`src/rtl/core/srv_pkg.sv`:
```
`default_nettype none
package srv_pkg;

    localparam int DEF_SAMPLE_RATE  = 48000;
    localparam int DEF_MAX_CHANNELS = 2;
    localparam int DEF_SAMPLE_BITS  = 16;

    localparam int LINE_W = 24;
    localparam int COEF_W = 18;
    localparam int PROD_W = LINE_W + COEF_W;
    localparam int ACC_W  = PROD_W + 2;

    localparam logic [16:0] UNITY = 17'h10000;

    localparam logic [2:0] REG_GAIN0 = 3'd0;
    localparam logic [2:0] REG_GAIN1 = 3'd1;
    localparam logic [2:0] REG_GAIN2 = 3'd2;
    localparam logic [2:0] REG_GAIN3 = 3'd3;
    localparam logic [2:0] REG_DAMP  = 3'd4;
    localparam logic [2:0] REG_WET   = 3'd5;
    localparam logic [2:0] REG_CHANS = 3'd6;

    typedef struct packed {
        logic en;
        logic load;
    } mac_ctl_t;

endpackage
`default_nettype wire

```
`src/rtl/core/srv_mac.sv`:
```
`default_nettype none
module srv_mac
(
    input  wire logic                                 clk,
    input  wire logic                                 rst_n,
    input  wire srv_pkg::mac_ctl_t                    ctl,
    input  wire logic signed [srv_pkg::LINE_W-1:0]    a,
    input  wire logic signed [srv_pkg::COEF_W-1:0]    b,
    output      logic signed [srv_pkg::ACC_W-1:0]     acc
);

    logic signed [srv_pkg::PROD_W-1:0] prod_reg;
    logic signed [srv_pkg::ACC_W-1:0]  acc_reg;
    srv_pkg::mac_ctl_t                 ctl_reg;

    always_ff @(posedge clk or negedge rst_n)
    begin
        if (!rst_n)
        begin
            ctl_reg <= '0;
        end
        else
        begin
            ctl_reg <= ctl;
        end
    end

    always_ff @(posedge clk)
    begin
        prod_reg <= a * b;
        if (ctl_reg.en)
        begin
            if (ctl_reg.load)
            begin
                acc_reg <= srv_pkg::ACC_W'(prod_reg);
            end
            else
            begin
                acc_reg <= acc_reg + srv_pkg::ACC_W'(prod_reg);
            end
        end
    end

    assign acc = acc_reg;

endmodule
`default_nettype wire

```
`config.mk`:
```
export PLATFORM = sky130hd
export DESIGN_NAME = srv_mac
export DESIGN_NICKNAME = d
export VERILOG_FILES = /design/src/rtl/core/srv_pkg.sv /design/src/rtl/core/srv_mac.sv
export SDC_FILE = /design/constraint.sdc
export NUM_CORES = 1
export LEC_CHECK = 0
export BUFFER_PORTS_ARGS = -buffer_cell sky130_fd_sc_hd__buf_4
export CAP_MARGIN = 5
export CORE_MARGIN = 5
export CORE_UTILIZATION = 49
export DETAILED_ROUTE_END_ITERATION = 8
export MAX_ROUTING_LAYER = met4
export PLACE_DENSITY = 0.65
export SLEW_MARGIN = 5
export SYNTH_ARGS = -nofsm -noshare
export SYNTH_HDL_FRONTEND = slang
export SYNTH_SLANG_ARGS = --single-unit
```
`constraint.sdc`:
```
create_clock -name clk -period 8.48 [get_ports clk]
set_input_delay 2.12 -clock clk [delete_from_list [all_inputs] [get_ports clk]]
set_output_delay 2.12 -clock clk [all_outputs]
set_load 0.05 [all_outputs]
```
### Word-level counts from Yosys, hierarchy flattened

Cells that the tools add are included.

* add/sub/neg operators: 1
* multiply operators: 1
* muxes and demuxes: 1

Operator list (count)
* 44-bit by 42-bit adder with 44-bit output: 1
* 44-bit two-way mux: 1
* 24-bit by 18-bit multiplier with 42-bit output: 1

* register bits: 88
* bits of input ports: 46
* output and inout bits: 44
* logic and storage cells: 7

### Depth between registers and ports, before layout

* depth in word-level cells: 2
* gate-level depth with buffers: 24
* mapped depth without buffers: 23

### Worst setup path before layout

Ideal clock, no wire load.

* kind: input -> register
* start point: input a[14] (netlist name)
* end point: register prod_reg[41] (netlist name)
* library setup time: 122 ps
* arrival: 7888 ps
* data required time: 8358 ps
* slack: 471 ps
* stages on the path: 24
* buffers on the path: 2
* path through: clkbuf_1 clkbuf_1 nand2_1 fa_1 inv_1 fa_1 inv_1 fa_1 inv_1 fa_1 fa_1 inv_1 fa_1 inv_1 ha_1 a211oi_2 nand2_2 or3_1 o21ba_2 a31o_4 a211oi_2 nor2_1 a211oi_2 xnor2_1

* word-level cells in the longest chain between the ends: 1

RTL lines
* from (decl): RTL line srv_mac.sv:7 `input wire logic signed [srv_pkg::LINE_W-1:0] a,`
* 24-bit by 18-bit multiplier with 42-bit output: RTL line srv_mac.sv:30 `prod_reg <= a * b;`
* to (signal assigned): RTL line srv_mac.sv:30
* to (decl): RTL line srv_mac.sv:12 `logic signed [srv_pkg::PROD_W-1:0] prod_reg;`

Every way passes these cells.
A chain may end at the register's enable or synchronous reset.

### Worst setup path in the final report

* start point: input b[3] (netlist name)
* end point: register prod_reg[38] (netlist name)

* word-level cells in the longest chain between the ends: 1

RTL lines
* from (decl): RTL line srv_mac.sv:8 `input wire logic signed [srv_pkg::COEF_W-1:0] b,`
* 24-bit by 18-bit multiplier with 42-bit output: RTL line srv_mac.sv:30

Every way passes these cells.

==> flow_summary.json <==
{
  "post-route-period-util_pct": 93.6,
  "clock-sinks": 88,
  "min_period_ps": 7940,
  "floorplan.initialDensity_pct": 49.2,
  "cp_cell_sequence": "buf_4, nand2_1, inv_1, fa_1, inv_1, fa_1, inv_1, fa_1, fa_1, fa_1, inv_1, fa_1, inv_1, ha_1, a21o_1, a21o_1, a21oi_1, o21ai_1, a21o_1, or3_1, o221ai_2, a21oi_1, o311ai_1",
  "setup_tns_ps": 0,
  "layout.filler_cells": 3867,
  "synthesized_nets": 2895,
  "final_routed_drc_violation_total": 0,
  "top_achievable_clock_speed_ghz": 0.126,
  "r2r.worst_path.cells": 12,
  "ant_nets": 0,
  "layout.cells.most_common": "sky130_fd_sc_hd__inv_1",
  "hp-class": "flop to flop",
  "rsz0062_at_grt": "no",
  "placement.io_buffers": 89,
  "synth_warnings": 0,
  "flops_latches_synth": 88,
  "path_clk_slew_ps": 70,
  "post_cts.resized_instances": 0,
  "crit_slowest_cell": "sky130_fd_sc_hd__fa_1",
  "fp.dieArea_um2": 46000,
  "critical-path-top-delay-family": "adder cells",
  "synthCells": 2275,
  "drive_gt1_share_pct": 6.10,
  "slew-limit-headroom_pct": 28.6,
  "status": "finished, final reports clean",
  "worst_ep_arrival_time_ps": 8190,
  "ys.flop_type": "sky130_fd_sc_hd__edfxtp_1",
  "ctsHoldBuffers": 0,
  "skew_final_ps": 15.9,
  "number_of_unique_standard_cell_types_used_by_synthesis": 72,
  "worst_slew_pin_slew_ps": 1070,
  "cp-end-kind": "flop",
  "design.core.area_um2": 41700,
  "grt_start_max_net_pins": 87,
  "tritoncts": "done",
  "track_usage_pct": 22.8,
  "avgViaCountPerCell": 5.33,
  "ioPinCount": 90,
  "post_cts_buffers": 0,
  "number_of_stages_on_the_worst_setup_path": 23,
  "max_cap_violations": 0,
  "cpMostUsedCell": "sky130_fd_sc_hd__fa_1",
  "vias_in_the_first_global_route": 16200,
  "clock_tree.htree_level_count": 3,
  "crit_path_max_incr_delay_ps": 660,
  "largest_register_ff_count": 44,
  "multi_input_comb_area_um2": 16000,
  "worst-r2r-setup-slack_ps": 5270,
  "register_area_um2": 2210,
  "cts_inserted_buffers": 9,
  "critical_path.reg2reg.startpoint": "acc[0]",
  "detailedPlacementHpwl_mm": 41.2,
  "finalNetCount": 2911,
  "timing.critical_path.to": "prod_reg[38]",
  "grt_overflow_total": 0,
  "drt-wirelength-per-cell_um": 17.8,
  "synth-edff-count": 44,
  "area_growth_synth_to_finish_pct": 6.63,
  "setup-violations-final": 0,
  "antenna_found_initial": 1,
  "clock_latency_of_the_later_clocked_register_in_the_worst_skew_pair_ps": 350,
  "worst_r2r_endpoint": "acc[22]",
  "asyncSetResetFlopFracSynth_pct": 2.27,
  "mostFrequentLayoutCells": "518 x sky130_fd_sc_hd__inv_1, 426 x sky130_fd_sc_hd__fa_1, 333 x sky130_fd_sc_hd__nand2_1, 162 x sky130_fd_sc_hd__and2_1, 148 x sky130_fd_sc_hd__ha_1",
  "first_iter_violations": 922,
  "root_buffer_selected_by_cts": "sky130_fd_sc_hd__clkbuf_16",
  "critical_path_required_ps": 8730,
  "final_instance_count_excl_fillers": 2836,
  "worstPathMaxFanout": 24,
  "die_height_um": 214,
  "drtPass1Iterations": 5,
  "finalWeightedCongestion": 0.952,
  "placement_rows": 75,
  "vias": 15100,
  "synth_area_per_cell_um2": 9.01,
  "critPathBufInv": 6,
  "placed_cells_incl_taps": 2819,
  "timing.final.max_slew_violations": 0,
  "syn_area_um2": 20500,
  "crit_path_start": "b[3]",
  "timing.critical_path.from_type": "primary input",
  "route.final.wire_length_mm": 50.4,
  "synth.yosys.seq_area_share_pct": 10.8,
  "layout.core_utilization_pct": 52.4,
  "cts.path.max_buffers": 2,
  "global_route_wire_length_before_repair_mm": 83.6,
  "dieWidth_um": 214,
  "criticalPathCategory": "primary input to flop",
  "final_hold_vio_count": 0
}
==> cells by family (layout without fill, tap and decap cells) <==
logic type               Yosys count  in the layout  share of synthesized area [%]
buffers and inverters            611            632                           11.2
adder cells (fa/ha/maj)          574            574                           50.7
AND/OR/NAND/NOR                  642            642                           14.9
other                              0              1                              0
XOR/XNOR                          72             72                           3.08
AO/OA/AOI/OAI                    283            283                           9.09
flip-flops                        88             88                           10.8
multiplexers                       5              5                          0.269
==> stage by stage <==
stage | hold WS [ps] | setup slack [ps] | cell area [um2]
2_1_floorplan | 504 | 471 | 20500
3_3_place_gp | 529 | 337 | 21500
3_5_place_dp | 534 | 169 | 21500
4_1_cts | 549 | 536 | 21800
5_1_grt | 576 | 193 | 21800
6_report | 546 | 540 | 21800
==> worst min-delay path, stage by stage (launching register included) <==
cell and delay [ps]:
sky130_fd_sc_hd__dfxtp_1 330, sky130_fd_sc_hd__nand2_1 50, sky130_fd_sc_hd__o21ai_0 60
==> Yosys cell counts, types with 5 or more instances <==
cell / number / area share [%]
sky130_fd_sc_hd__inv_1: 518 / 9.5
sky130_fd_sc_hd__fa_1: 426 / 42
sky130_fd_sc_hd__nand2_1: 333 / 6.1
sky130_fd_sc_hd__and2_1: 162 / 4.9
sky130_fd_sc_hd__ha_1: 148 / 9.0
sky130_fd_sc_hd__clkbuf_1: 87 / 1.6
sky130_fd_sc_hd__a21oi_1: 76 / 1.9
sky130_fd_sc_hd__nor2_1: 49 / 0.90
sky130_fd_sc_hd__xnor2_1: 46 / 2.0
sky130_fd_sc_hd__edfxtp_1: 44 / 6.4
sky130_fd_sc_hd__dfxtp_1: 42 / 4.1
sky130_fd_sc_hd__o21ai_1: 41 / 1.0
sky130_fd_sc_hd__o21ai_0: 34 / 0.83
sky130_fd_sc_hd__a21o_1: 33 / 1.2
sky130_fd_sc_hd__xor2_1: 26 / 1.1
sky130_fd_sc_hd__nand3_1: 20 / 0.49
sky130_fd_sc_hd__o21a_1: 14 / 0.51
sky130_fd_sc_hd__nor3_1: 13 / 0.32
sky130_fd_sc_hd__o21bai_1: 12 / 0.44
sky130_fd_sc_hd__nand2b_1: 11 / 0.34
sky130_fd_sc_hd__nand4_1: 11 / 0.34
sky130_fd_sc_hd__and3_1: 10 / 0.31
sky130_fd_sc_hd__a211oi_1: 9 / 0.33
sky130_fd_sc_hd__o211ai_1: 9 / 0.33
sky130_fd_sc_hd__nor2b_1: 6 / 0.18
sky130_fd_sc_hd__nor4_1: 6 / 0.18
sky130_fd_sc_hd__o31a_1: 6 / 0.26
sky130_fd_sc_hd__o311ai_1: 5 / 0.21
sky130_fd_sc_hd__o31ai_1: 5 / 0.18
==> final cells by class <==
type	instances	share of cell area [%]
antenna	1	0.0115
clock buffer	11	1.16
clock inverter	5	0.269
inverter	521	8.95
multi-input combinational	1576	73.1
sequential	88	10.1
tap	539	3.09
timing repair buffer	95	3.26
==> how the worst min path moves through the flow <==
stage                       startpoint  endpoint  cells past startpoint
after floorplan            prod_reg[9]    acc[9]                      2
after global placement     prod_reg[5]    acc[5]                      2
after detailed placement   prod_reg[4]    acc[4]                      1
after CTS                  prod_reg[2]    acc[2]                      2
after global routing      prod_reg[31]   acc[31]                      2
final                      prod_reg[2]    acc[2]                      2
==> layer usage <==
metal,routed length [um],vias to the layer above,track usage [%]
met5,0,-,-
met4,1330,0,5.84
met3,2480,96,2.91
met2,24800,426,38.0
met1,21800,7649,29.8
li1,-,6946,-
Power is left out: the tool's default activity adds up to more than one toggle a clock period on the data nets, which glitch-free logic cannot reach.
